--- src/rtl/gsbc_pkg.sv ---
// gsbc_pkg: shared constants, types and state encoding for the gyro stillness
// bias calibrator. No dependencies; imported by every other file.
`default_nettype none

package gsbc_pkg;

    // default ring depth and fixed sample width
    localparam int WINDOW_DEF = 100;
    localparam int DATA_W     = 16;

    // stillness threshold after reset
    localparam logic [DATA_W-1:0] DELTA_RST = 16'd131;

    // sequencer states
    typedef enum logic [1:0] {
        ST_IDLE,
        ST_SCAN,
        ST_DRAIN,
        ST_FINISH
    } gsbc_state_t;

    // per-lane memory and tracker controls
    typedef struct packed {
        logic wr_en;
        logic rd_en;
        logic rd_first;
    } gsbc_lane_ctrl_t;

    // minimum and maximum found by one lane
    typedef struct packed {
        logic signed [DATA_W-1:0] lo;
        logic signed [DATA_W-1:0] hi;
    } gsbc_span_t;

    // merged result of the three lanes
    typedef struct packed {
        logic                     calibrated;
        logic signed [DATA_W-1:0] offset_x;
        logic signed [DATA_W-1:0] offset_y;
        logic signed [DATA_W-1:0] offset_z;
    } gsbc_res_t;

endpackage

`default_nettype wire

--- src/rtl/gsbc_if.sv ---
// gsbc channel interfaces: gyro sample input and calibration result output.
// Depends on gsbc_pkg for the sample width.
`default_nettype none

interface gsbc_sample_if
    import gsbc_pkg::*;
();
    logic                     valid;
    logic                     ready;
    logic signed [DATA_W-1:0] rate_x;
    logic signed [DATA_W-1:0] rate_y;
    logic signed [DATA_W-1:0] rate_z;

    modport source (output valid, output rate_x, output rate_y, output rate_z,
                    input ready);
    modport sink   (input valid, input rate_x, input rate_y, input rate_z,
                    output ready);
endinterface

interface gsbc_result_if
    import gsbc_pkg::*;
();
    logic                     valid;
    logic                     ready;
    logic                     calibrated;
    logic signed [DATA_W-1:0] offset_x;
    logic signed [DATA_W-1:0] offset_y;
    logic signed [DATA_W-1:0] offset_z;

    modport source (output valid, output calibrated, output offset_x,
                    output offset_y, output offset_z, input ready);
    modport sink   (input valid, input calibrated, input offset_x,
                    input offset_y, input offset_z, output ready);
endinterface

`default_nettype wire

--- src/rtl/gsbc_lane.sv ---
// gsbc_lane: one axis of the calibrator, a sample ring memory with a
// registered read port and a running min/max tracker. Depends on gsbc_pkg.
`default_nettype none

module gsbc_lane
    import gsbc_pkg::*;
#(
    parameter int WINDOW = WINDOW_DEF,
    parameter int AW     = $clog2(WINDOW)
) (
    input  wire logic                     clk,
    input  wire logic                     rst_n,
    input  wire gsbc_lane_ctrl_t          ctrl,
    input  wire logic [AW-1:0]            wr_addr,
    input  wire logic signed [DATA_W-1:0] wr_data,
    input  wire logic [AW-1:0]            rd_addr,
    output gsbc_span_t                    span
);

    logic signed [DATA_W-1:0] mem [WINDOW];
    logic signed [DATA_W-1:0] rdata_reg;
    logic                     vld_reg;
    logic                     first_reg;
    logic signed [DATA_W-1:0] lo_reg;
    logic signed [DATA_W-1:0] hi_reg;
    logic signed [DATA_W-1:0] lo_next;
    logic signed [DATA_W-1:0] hi_next;

    // ring write and registered read
    always_ff @(posedge clk)
    begin
        if (ctrl.wr_en)
        begin
            mem[wr_addr] <= wr_data;
        end
        if (ctrl.rd_en)
        begin
            rdata_reg <= mem[rd_addr];
        end
    end

    // read data qualifiers
    always_ff @(posedge clk or negedge rst_n)
    begin
        if (!rst_n)
        begin
            vld_reg   <= 1'b0;
            first_reg <= 1'b0;
        end
        else
        begin
            vld_reg   <= ctrl.rd_en;
            first_reg <= ctrl.rd_first;
        end
    end

    // min/max update, first entry seeds both
    always_comb
    begin
        lo_next = lo_reg;
        hi_next = hi_reg;
        if (vld_reg)
        begin
            if (first_reg || (rdata_reg < lo_reg))
            begin
                lo_next = rdata_reg;
            end
            if (first_reg || (rdata_reg > hi_reg))
            begin
                hi_next = rdata_reg;
            end
        end
    end

    always_ff @(posedge clk)
    begin
        lo_reg <= lo_next;
        hi_reg <= hi_next;
    end

    assign span.lo = lo_reg;
    assign span.hi = hi_reg;

endmodule

`default_nettype wire

--- src/rtl/gsbc_merge.sv ---
// gsbc_merge: combines the three lane spans into the stillness decision and
// the floored midpoint offsets. Depends on gsbc_pkg.
`default_nettype none

module gsbc_merge
    import gsbc_pkg::*;
(
    input  wire gsbc_span_t        span_x,
    input  wire gsbc_span_t        span_y,
    input  wire gsbc_span_t        span_z,
    input  wire logic              scanned,
    input  wire logic [DATA_W-1:0] stable_delta,
    output gsbc_res_t              res
);

    logic signed [DATA_W:0] rng_x, rng_y, rng_z;
    logic signed [DATA_W:0] sum_x, sum_y, sum_z;
    logic                   still;

    // per-axis range and sum, one bit wider so nothing overflows
    always_comb
    begin
        rng_x = {span_x.hi[DATA_W-1], span_x.hi} - {span_x.lo[DATA_W-1], span_x.lo};
        rng_y = {span_y.hi[DATA_W-1], span_y.hi} - {span_y.lo[DATA_W-1], span_y.lo};
        rng_z = {span_z.hi[DATA_W-1], span_z.hi} - {span_z.lo[DATA_W-1], span_z.lo};
        sum_x = {span_x.hi[DATA_W-1], span_x.hi} + {span_x.lo[DATA_W-1], span_x.lo};
        sum_y = {span_y.hi[DATA_W-1], span_y.hi} + {span_y.lo[DATA_W-1], span_y.lo};
        sum_z = {span_z.hi[DATA_W-1], span_z.hi} + {span_z.lo[DATA_W-1], span_z.lo};
    end

    // ranges are never negative, compare unsigned against the threshold
    assign still = scanned
                 && (unsigned'(rng_x) < {1'b0, stable_delta})
                 && (unsigned'(rng_y) < {1'b0, stable_delta})
                 && (unsigned'(rng_z) < {1'b0, stable_delta});

    // arithmetic shift gives the floor of the half sum
    always_comb
    begin
        res.calibrated = still;
        res.offset_x   = '0;
        res.offset_y   = '0;
        res.offset_z   = '0;
        if (still)
        begin
            res.offset_x = sum_x[DATA_W:1];
            res.offset_y = sum_y[DATA_W:1];
            res.offset_z = sum_z[DATA_W:1];
        end
    end

endmodule

`default_nettype wire

--- src/rtl/gyro_stillness_bias_calibrator_top.sv ---
// Before the ring is full, a taken sample goes straight to FINISH, which
// loads the result register; once full, the lanes first scan all WINDOW
// entries in SCAN, one per cycle through each memory's single read port,
// then pass DRAIN. Samples are taken only in IDLE, after the last result
// is loaded. Reset (rst_n, async, active low) clears the ring fill flag,
// zeroes the write slot, sets the threshold to 131, drops any pending result.
`default_nettype none

module gyro_stillness_bias_calibrator_top
    import gsbc_pkg::*;
#(
    parameter int WINDOW = WINDOW_DEF
) (
    input  wire logic              clk,
    input  wire logic              rst_n,
    gsbc_sample_if.sink            sample,
    gsbc_result_if.source          result,
    input  wire logic              cfg_wr_en,
    input  wire logic [DATA_W-1:0] cfg_wr_data
);

    localparam int AW = $clog2(WINDOW);
    localparam logic [AW-1:0] LAST = AW'(WINDOW - 1);

    gsbc_state_t       state_reg, state_next;
    logic [AW-1:0]     slot_reg, slot_next;
    logic [AW-1:0]     scan_cnt_reg, scan_cnt_next;
    logic              full_reg, full_next;
    logic              scanned_reg, scanned_next;
    logic [DATA_W-1:0] delta_reg;
    logic              out_valid_reg, out_valid_next;
    gsbc_res_t         out_reg;
    gsbc_res_t         merged;
    gsbc_lane_ctrl_t   lane_ctrl;
    gsbc_span_t        span_x, span_y, span_z;
    logic              take;
    logic              load;

    assign take = sample.valid && sample.ready;

    // next state
    always_comb
    begin
        state_next = state_reg;
        case (state_reg)
            ST_IDLE:
            begin
                if (take)
                begin
                    state_next = full_reg ? ST_SCAN : ST_FINISH;
                end
            end
            ST_SCAN:
            begin
                if (scan_cnt_reg == LAST)
                begin
                    state_next = ST_DRAIN;
                end
            end
            ST_DRAIN:  state_next = ST_FINISH;
            ST_FINISH:
            begin
                if (load)
                begin
                    state_next = ST_IDLE;
                end
            end
            default:   state_next = ST_IDLE;
        endcase
    end

    // state outputs
    always_comb
    begin
        sample.ready       = 1'b0;
        lane_ctrl.wr_en    = 1'b0;
        lane_ctrl.rd_en    = 1'b0;
        lane_ctrl.rd_first = 1'b0;
        load               = 1'b0;
        case (state_reg)
            ST_IDLE:
            begin
                sample.ready    = 1'b1;
                lane_ctrl.wr_en = sample.valid;
            end
            ST_SCAN:
            begin
                lane_ctrl.rd_en    = 1'b1;
                lane_ctrl.rd_first = (scan_cnt_reg == '0);
            end
            ST_DRAIN:  load = 1'b0;
            ST_FINISH: load = !out_valid_reg || result.ready;
            default:   load = 1'b0;
        endcase
    end

    // ring pointer, fill flag and scan counter
    always_comb
    begin
        slot_next     = slot_reg;
        full_next     = full_reg;
        scanned_next  = scanned_reg;
        scan_cnt_next = scan_cnt_reg;
        if (take)
        begin
            slot_next     = (slot_reg == LAST) ? '0 : slot_reg + AW'(1);
            full_next     = full_reg || (slot_reg == LAST);
            scanned_next  = full_reg;
            scan_cnt_next = '0;
        end
        else if (state_reg == ST_SCAN)
        begin
            scan_cnt_next = scan_cnt_reg + AW'(1);
        end
    end

    // output register transfer bookkeeping
    always_comb
    begin
        out_valid_next = out_valid_reg;
        if (load)
        begin
            out_valid_next = 1'b1;
        end
        else if (result.ready)
        begin
            out_valid_next = 1'b0;
        end
    end

    // control registers
    always_ff @(posedge clk or negedge rst_n)
    begin
        if (!rst_n)
        begin
            state_reg     <= ST_IDLE;
            slot_reg      <= '0;
            full_reg      <= 1'b0;
            scanned_reg   <= 1'b0;
            scan_cnt_reg  <= '0;
            delta_reg     <= DELTA_RST;
            out_valid_reg <= 1'b0;
        end
        else
        begin
            state_reg     <= state_next;
            slot_reg      <= slot_next;
            full_reg      <= full_next;
            scanned_reg   <= scanned_next;
            scan_cnt_reg  <= scan_cnt_next;
            out_valid_reg <= out_valid_next;
            if (cfg_wr_en)
            begin
                delta_reg <= cfg_wr_data;
            end
        end
    end

    // result payload
    always_ff @(posedge clk)
    begin
        if (load)
        begin
            out_reg <= merged;
        end
    end

    // one lane per axis
    gsbc_lane #(.WINDOW(WINDOW), .AW(AW)) u_lane_x (
        .clk     (clk),
        .rst_n   (rst_n),
        .ctrl    (lane_ctrl),
        .wr_addr (slot_reg),
        .wr_data (sample.rate_x),
        .rd_addr (scan_cnt_reg),
        .span    (span_x)
    );

    gsbc_lane #(.WINDOW(WINDOW), .AW(AW)) u_lane_y (
        .clk     (clk),
        .rst_n   (rst_n),
        .ctrl    (lane_ctrl),
        .wr_addr (slot_reg),
        .wr_data (sample.rate_y),
        .rd_addr (scan_cnt_reg),
        .span    (span_y)
    );

    gsbc_lane #(.WINDOW(WINDOW), .AW(AW)) u_lane_z (
        .clk     (clk),
        .rst_n   (rst_n),
        .ctrl    (lane_ctrl),
        .wr_addr (slot_reg),
        .wr_data (sample.rate_z),
        .rd_addr (scan_cnt_reg),
        .span    (span_z)
    );

    // combine lane spans
    gsbc_merge u_merge (
        .span_x       (span_x),
        .span_y       (span_y),
        .span_z       (span_z),
        .scanned      (scanned_reg),
        .stable_delta (delta_reg),
        .res          (merged)
    );

    assign result.valid      = out_valid_reg;
    assign result.calibrated = out_reg.calibrated;
    assign result.offset_x   = out_reg.offset_x;
    assign result.offset_y   = out_reg.offset_y;
    assign result.offset_z   = out_reg.offset_z;

endmodule

`default_nettype wire

--- src/flat_wrapper.sv ---
// flat-port wrapper written by rule: the top's interface ports become plain ports
module gyro_stillness_bias_calibrator_top_flat import gsbc_pkg::*;
#(
    parameter int WINDOW = WINDOW_DEF
)
  (clk, rst_n, cfg_wr_en, cfg_wr_data, sample_valid, sample_rate_x, sample_rate_y, sample_rate_z, sample_ready, result_valid, result_calibrated, result_offset_x, result_offset_y, result_offset_z, result_ready);
  gsbc_sample_if sample_i ();
  gsbc_result_if result_i ();
  input  wire logic clk;
  input  wire logic rst_n;
  input  wire logic cfg_wr_en;
  input  wire logic [DATA_W-1:0] cfg_wr_data;
  input wire logic [$bits(sample_i.valid)-1:0] sample_valid;
  input wire logic [$bits(sample_i.rate_x)-1:0] sample_rate_x;
  input wire logic [$bits(sample_i.rate_y)-1:0] sample_rate_y;
  input wire logic [$bits(sample_i.rate_z)-1:0] sample_rate_z;
  output wire logic [$bits(sample_i.ready)-1:0] sample_ready;
  output wire logic [$bits(result_i.valid)-1:0] result_valid;
  output wire logic [$bits(result_i.calibrated)-1:0] result_calibrated;
  output wire logic [$bits(result_i.offset_x)-1:0] result_offset_x;
  output wire logic [$bits(result_i.offset_y)-1:0] result_offset_y;
  output wire logic [$bits(result_i.offset_z)-1:0] result_offset_z;
  input wire logic [$bits(result_i.ready)-1:0] result_ready;
  assign sample_i.valid = sample_valid;
  assign sample_i.rate_x = sample_rate_x;
  assign sample_i.rate_y = sample_rate_y;
  assign sample_i.rate_z = sample_rate_z;
  assign sample_ready = sample_i.ready;
  assign result_valid = result_i.valid;
  assign result_calibrated = result_i.calibrated;
  assign result_offset_x = result_i.offset_x;
  assign result_offset_y = result_i.offset_y;
  assign result_offset_z = result_i.offset_z;
  assign result_i.ready = result_ready;
  gyro_stillness_bias_calibrator_top #(.WINDOW(WINDOW)) u_core (.clk(clk), .rst_n(rst_n), .sample(sample_i), .result(result_i), .cfg_wr_en(cfg_wr_en), .cfg_wr_data(cfg_wr_data));
endmodule
--- config.mk ---
export PLATFORM = sky130hd
export DESIGN_NAME = gyro_stillness_bias_calibrator_top_flat
export DESIGN_NICKNAME = d
export VERILOG_FILES = /design/src/rtl/gsbc_pkg.sv /design/src/rtl/gsbc_if.sv /design/src/rtl/gsbc_lane.sv /design/src/rtl/gsbc_merge.sv /design/src/rtl/gyro_stillness_bias_calibrator_top.sv /design/src/flat_wrapper.sv
export SDC_FILE = /design/constraint.sdc
export NUM_CORES = 2
export LEC_CHECK = 0
export ABC_AREA = 0
export BUFFER_PORTS_ARGS = -buffer_cell sky130_fd_sc_hd__buf_2
export CAP_MARGIN = 20
export CORE_ASPECT_RATIO = 0.8
export CORE_MARGIN = 5
export CORE_UTILIZATION = 60
export CTS_BUF_LIST = sky130_fd_sc_hd__clkbuf_16
export DETAILED_ROUTE_END_ITERATION = 8
export GPL_ROUTABILITY_DRIVEN = 0
export PLACE_DENSITY = 0.74
export SLEW_MARGIN = 20
export SYNTH_ARGS = -nofsm -noshare
export SYNTH_HDL_FRONTEND = slang
export SYNTH_MEMORY_MAX_BITS = 65536
export SYNTH_SLANG_ARGS = --single-unit
--- constraint.sdc ---
create_clock -name clk -period 9.3 [get_ports clk]
set_input_delay 1.86 -clock clk [delete_from_list [all_inputs] [get_ports clk]]
set_output_delay 1.86 -clock clk [all_outputs]
set_load 0.005 [all_outputs]
After elaboration in Yosys (flattened, before gate mapping)
Memory sizes are Yosys's and may differ from the RTL's. A register that Yosys moved wholly into a read port is not among the register bits.
Cells that the tools add are included.
W data, S select, Z words.
{"block": "word_totals", "regBits": 182, "latchBits": 0, "ram_bits": 4800, "rom_bits": 0, "inputBits": 69, "out_inout_bits": 51, "elab_cells": 87, "memories": 3}
{"name": "u_core.u_lane_x.mem", "depth": 100, "width": 16, "read_ports": 1, "rd_ports_with_merged_regs": 1, "write_ports": 1, "line_no": "gsbc_lane.sv:20", "rtl": "logic signed [DATA_W-1:0] mem [WINDOW];"}
{"name": "u_core.u_lane_y.mem", "depth": 100, "width": 16, "read_ports": 1, "rd_ports_with_merged_regs": 1, "write_ports": 1, "line_no": "gsbc_lane.sv:20"}
{"name": "u_core.u_lane_z.mem", "depth": 100, "width": 16, "read_ports": 1, "rd_ports_with_merged_regs": 1, "write_ports": 1, "line_no": "gsbc_lane.sv:20"}
{"block": "op_classes", "addsub": 8, "mul": 0, "n_div": 0, "magnitude_cmp": 9, "n_eq_ne": 8, "shifts": 0, "muxes": 16, "n_bitwise": 0, "reduce_logical": 24}
{"op": "$add A16 B16 Y17", "n": 3}
{"op": "$lt A17 B16 Y1", "n": 3}
{"op": "$sub A16 B16 Y17", "n": 3}
{"op": "$gt A16 B16 Y1", "n": 3}
{"op": "$lt A16 B16 Y1", "n": 3}
{"op": "$mux W7", "n": 3}
{"op": "$add A7 B1 Y7 const B", "n": 2}
{"op": "$eq A7 B7 Y1 const B", "n": 2}
{"op": "$reduce_and A2 Y1", "n": 6}
{"op": "$mux W2", "n": 5}
{"op": "$logic_or A1 B1 Y1", "n": 8}
{"op": "$pmux W2 S4", "n": 1}
{"op": "$logic_not A7 Y1", "n": 1}
{"op": "$mux W1", "n": 7}
{"op": "$ne A2 B1 Y1 const B", "n": 3}
{"op": "$eq A2 B2 Y1 const B", "n": 2}
{"op": "$logic_and A1 B1 Y1", "n": 4}
{"op": "$reduce_bool A2 Y1", "n": 2}
{"op": "$reduce_and A3 Y1", "n": 1}
{"op": "$eq A2 B1 Y1 const B", "n": 1}
{"op": "$logic_not A2 Y1", "n": 1}
{"op": "$logic_not A1 Y1", "n": 1}

Logic depth before layout (Yosys ltp)
{"block": "logic_depth", "depth_word": 5, "depth_mapped": 22}

Modules after synthesis
Synthesis repeated with hierarchy kept, for this count alone.
{"block": "unflattened", "cells_unflattened": 9341, "hier_area_um2": 199154.8}
{"module": "gsbc_lane", "n_inst": 3, "cells_per_inst": 2790, "area_per_inst_um2": 63549.7, "seq_area_each_um2": 49537.5}
{"module": "gsbc_merge", "n_inst": 1, "cells_per_inst": 786, "area_per_inst_um2": 5430.2, "seq_area_each_um2": 0.0}
{"module": "gyro_stillness_bias_calibrator_top", "n_inst": 1, "cells_per_inst": 185, "area_per_inst_um2": 3075.4, "seq_area_each_um2": 2351.0}

Worst setup path after synthesis
No wires, ideal clock.
{"block": "synth_path", "kind": "input -> register", "from": "in sample_valid", "to": "mem u_core.u_lane_x.mem[95][0] (enable)", "setup_ps": 523, "arrival_ps": 5977, "t_required_ps": 8777, "path_slack_ps": 2800, "stages": 5, "path_buffers": 0, "cell_sequence": "and3_1 > nand3_1 > inv_1 > nand3_1 > nor3b_1"}
{"block": "synth_via", "elab_chain_cells": 3}
{"element": "from (decl)", "line_no": "flat_wrapper.sv:13", "rtl": "input wire logic [$bits(sample_i.valid)-1:0] sample_valid;"}
{"element": "$mux W1", "line_no": "gyro_stillness_bias_calibrator_top.sv:80", "rtl": "case (state_reg)"}
{"element": "$mux W1", "line_no": "gsbc_lane.sv:32", "rtl": "if (ctrl.wr_en)"}
{"element": "$mux W1 (not written as such)", "line_no": "gsbc_lane.sv:34", "rtl": "mem[wr_addr] <= wr_data;"}
{"element": "to (decl)", "line_no": "gsbc_lane.sv:20"}
No other way between the ends.

Worst setup path after layout
{"block": "layout_path", "from": "reg u_core.u_lane_y.lo_reg[1]", "to": "reg u_core.out_reg, in the netlist u_core.result.offset_y[14] (data pin)"}
{"block": "layout_via", "elab_chain_cells": 4, "word_cells_on_any_way": 5, "cone_classes": "add/sub: 2; order compare: 1; reduce/logical: 2"}
{"element": "from (decl)", "line_no": "gsbc_lane.sv:24", "rtl": "logic signed [DATA_W-1:0] lo_reg;"}
{"element": "from (signal assigned)", "line_no": "gsbc_lane.sv:77", "rtl": "lo_reg <= lo_next;"}
{"element": "$sub A16 B16 Y17", "line_no": "gsbc_merge.sv:24", "rtl": "rng_y = {span_y.hi[DATA_W-1], span_y.hi} - {span_y.lo[DATA_W-1], span_y.lo};"}
{"element": "$lt A17 B16 Y1", "line_no": "gsbc_merge.sv:34", "rtl": "&& (unsigned'(rng_y) < {1'b0, stable_delta})"}
{"element": "$logic_and A1 B1 Y1", "line_no": "gsbc_merge.sv:34"}
{"element": "$logic_and A1 B1 Y1", "line_no": "gsbc_merge.sv:35", "rtl": "&& (unsigned'(rng_z) < {1'b0, stable_delta});"}
{"element": "to (signal assigned)", "line_no": "gyro_stillness_bias_calibrator_top.sv:164", "rtl": "out_reg <= merged;"}
{"element": "to (decl)", "line_no": "gyro_stillness_bias_calibrator_top.sv:32", "rtl": "gsbc_res_t out_reg;"}
Parallel ways exist; a longest one is shown, timed or not.
A chain may end at the register's enable or synchronous reset.

==> results by group <==
Clock tree
  • Insertion delay of the later-clocked pin in the worst-skew pair: 940 ps
  • Post-CTS clock slew at the launch and capture registers of the worst setup and hold paths: 60 ps
  • Post-cts sizing count: 0
  • Clock tree from TritonCTS: built
  • H-tree lvl count: 5
  • Post-CTS setup buffer count: 0
  • Maximum clock path buffer count: 4
  • Hold buffer count at CTS: 0
  • TritonCTS Sinks: 5030
  • Master cell of the clock root buffer: sky130_fd_sc_hd__clkbuf_16
  • Clock buffers created by TritonCTS: 454

Flow run
  • Max cap viols: 0

Logic synthesis
  • Area fraction in and, or, nand and nor cells after synthesis: 1.32%
  • Number of different library cells in the post-synthesis netlist: 68
  • Predominant post-synthesis flop cell: sky130_fd_sc_hd__edfxtp_1
  • Fraction of synthesized cell area in xor and xnor cells: 0.350%
  • Synth Area in Adders: 1.59%
  • Cell type with the highest aggregate area in the netlist: sky130_fd_sc_hd__edfxtp_1
  • Sequential element share of the synthesized area: 76.3%
  • Most common library cells after synthesis: sky130_fd_sc_hd__edfxtp_1 (4993), sky130_fd_sc_hd__mux4_2 (1520), sky130_fd_sc_hd__clkbuf_1 (251)
  • Yosys reg bits: 5030
  • Number of enable-type register cells in the synthesized netlist: 4993
  • Most frequent cell after synthesis: sky130_fd_sc_hd__edfxtp_1
  • Mean Syn Cell Area: 23.1 um^2
  • Proportion of netlist area held by the largest area contributor: 75.9%
  • Post-synthesis instance area: 0.198 mm^2
  • Fraction of synthesized area in multiplexers: 17.8%
  • Dominant combinational cell family by area after synthesis: multiplexers
  • Count of synthesis-stage warnings from yosys: 0
  • Share of synthesized flip-flops with an asynchronous set or reset: 0.736%
  • Number of instances in the synthesized netlist: 8553
  • Share of the synthesized area in compound gates (AO/OA/AOI/OAI): 1.36%
  • Top cells by area in the synthesized netlist: sky130_fd_sc_hd__edfxtp_1 (76%), sky130_fd_sc_hd__mux4_2 (17%), sky130_fd_sc_hd__ha_1 (1.5%), sky130_fd_sc_hd__clkbuf_1 (0.48%), sky130_fd_sc_hd__nor2_1 (0.46%)
  • Net Count, Synth: 8869

STA
  • Peak clock frequency supported by timing: 0.203 GHz
  • Period utilisation layout: 52.9%
  • Final worst hold slack: 554 ps
  • Transition time at the pin with the least slew margin: 1250 ps
  • Pins over their slew limit: 0
  • Slew margin rel.: 16.7%
  • Clock skew after layout: 70.2 ps
  • Number of hold-slack violations in the final timing report: 0
  • Setup violation total in the final timing report: 0
  • Unrepaired setup endpoints after global routing: no
  • Setup tns final: 0 ps
  • Fin crit period: 4920 ps

Global routing
  • All-layer global routing usage: 30.3%
  • Vias in the first global route: 95800
  • GRT overflow: 0
  • Antenna violations before repair: 20
  • Largest net degree at the start of global routing: 140
  • Wire length of the first global-routing pass: 727000 um

Power and ir drop
  • Total leakage power: 68.6 nW
  • Cell Pwr Density: 282 mW/mm^2
  • Highest ir drop seen on vdd: 268 uV

Drt
  • DRC violation count after routing: 0
  • Per-cell routed wire length: 37.6 um
  • Average via count per standard cell: 7.06
  • Total Wirelength: 516000 um
  • Vias after detailed routing: 96800
  • Antenna-violating nets left: 0
  • Drt first pass iters: 6
  • Initial drt markers: 16500

Place
  • Post-detail-place hpwl: 272000 um
  • Number of port buffers: 119

Setup path
  • Setup Crit Path Kind: reg2reg
  • Biggest fanout along the worst timing path: 49
  • CP Capture Type: flop
  • Crit path launch: u_core.u_lane_y.lo_reg[1]
  • Startpoint type of the worst setup path: flop
  • Data arrival, critical path: 5640 ps
  • Critical path data required time: 10020 ps
  • Start of the worst register-to-register path: u_core.u_lane_y.lo_reg[1]

Hold path
  • Hold path startpoint: u_core.u_lane_x.rdata_reg[13]
  • Classification of the worst-slack hold path: reg2reg

Floorplan
  • Rows: 188
  • I/O pin cnt: 120
  • Die Height: 523 um
  • Area of the die: 0.341 mm^2
  • Effective utilization at floorplan: 60.3%
  • Die boundary width: 652 um
  • Standard cell core area: 0.328 mm^2

Finish
  • Layout overhead on the synthesized area: 11.2%
  • Final net count: 9274
  • Biggest registers after layout: u_core.u_lane_x.mem x1600, u_core.u_lane_y.mem x1600, u_core.u_lane_z.mem x1600
  • Share of cells above drive strength 1: 29.0%

Run status
  • Run status: completed
==> report_power, final <==
part	total (W)	switching (W)	internal (W)
combinational	0.0172	0.00924	0.00801
sequential	0.0263	0.000721	0.0256
clock	0.0184	0.00816	0.0103
total	0.0620	0.0181	0.0438
==> worst max-delay path: stages, from the launching register on <==
cell and delay (ps):
sky130_fd_sc_hd__edfxtp_1 440, sky130_fd_sc_hd__inv_1 170, sky130_fd_sc_hd__ha_1 260, sky130_fd_sc_hd__nor2b_1 150, sky130_fd_sc_hd__o21a_1 180, sky130_fd_sc_hd__o21a_1 190
sky130_fd_sc_hd__o31a_1 270, sky130_fd_sc_hd__o31a_1 270, sky130_fd_sc_hd__o41ai_2 370, sky130_fd_sc_hd__or4b_1 470, sky130_fd_sc_hd__o311ai_0 150, sky130_fd_sc_hd__ha_1 350
sky130_fd_sc_hd__a221oi_1 240, sky130_fd_sc_hd__and3_1 190, sky130_fd_sc_hd__o2111ai_1 120, sky130_fd_sc_hd__nor4_1 190, sky130_fd_sc_hd__o211ai_1 120, sky130_fd_sc_hd__buf_4 300
sky130_fd_sc_hd__nor3_1 280
==> per-stage QoR <==
step	power (W)	utilization, %	cells	instance area (um^2)	setup WS (ps)
floorplan	0.0382	-	8553	198000	2800
global placement	0.0436	62.5	12900	205000	3330
detailed placement	0.0438	62.5	12900	205000	3850
CTS	0.0621	66.9	13700	219000	4230
global route	0.0641	67.0	13700	220000	4150
finish	0.0620	67.0	13700	220000	4380
==> cell type report <==
type	count	area (um^2)
antenna	11	27.5
clock buffer	457	11400
clock inverter	371	3060
fill	19700	108000
inverter	166	623
multi-input combinational	2927	45100
sequential	5030	151000
tap	4370	5470
timing repair buffer	379	3090
==> cell families (layout without fill, tap and decap cells) <==
family | Yosys count | in the layout
and+or+nand+nor | 571 | 571
DFF | 5030 | 5030
other | 0 | 11
muxes | 1610 | 1610
buffers and inverters | 596 | 1373
xor gates and xnor gates | 79 | 79
adders and majority gates | 247 | 247
AOI/OAI and AO/OA | 420 | 420
==> metal layers <==
metal	vias up	GRT usage, %	routed length, um	share of wire [%]
li1	37100	-	-	-
met1	50800	44.9	188000	36
met2	7833	44.9	237000	46
met3	1057	7.79	70300	14
met4	6	10.8	21100	4.1
met5	-	0	39	0.0076
==> cell usage in the layout, fill, tap and decap left out, types with 46 or more instances in the layout <==
master                         n
sky130_fd_sc_hd__a21oi_1     118
sky130_fd_sc_hd__buf_2       119
sky130_fd_sc_hd__buf_4       216
sky130_fd_sc_hd__bufinv_16    49
sky130_fd_sc_hd__clkbuf_16   457
sky130_fd_sc_hd__clkinv_1    105
sky130_fd_sc_hd__clkinv_2     87
sky130_fd_sc_hd__edfxtp_1   4993
sky130_fd_sc_hd__ha_1        240
sky130_fd_sc_hd__inv_1       253
sky130_fd_sc_hd__mux2_2       49
sky130_fd_sc_hd__mux4_2     1520
sky130_fd_sc_hd__nand2_1     114
sky130_fd_sc_hd__nor2_1      149
sky130_fd_sc_hd__nor2_4       95
sky130_fd_sc_hd__nor3_1       46
sky130_fd_sc_hd__o21ai_0      97
sky130_fd_sc_hd__xnor2_1      66
==> final timing paths <==
check                                             endpoint  slack (ps)  cells past startpoint
worst max register to register  u_core.result.offset_y[14]        4380                     18
worst min register to register  u_core.u_lane_x.hi_reg[13]         550                      0
worst max-delay path            u_core.result.offset_y[14]        4380                     18
worst min-delay path            u_core.u_lane_x.hi_reg[13]         550                      0
max in group asynchronous           u_core.scan_cnt_reg[2]        7760                      2
min in group asynchronous                  u_core.full_reg        1050                      2
(Power assumes the default switching activity.)
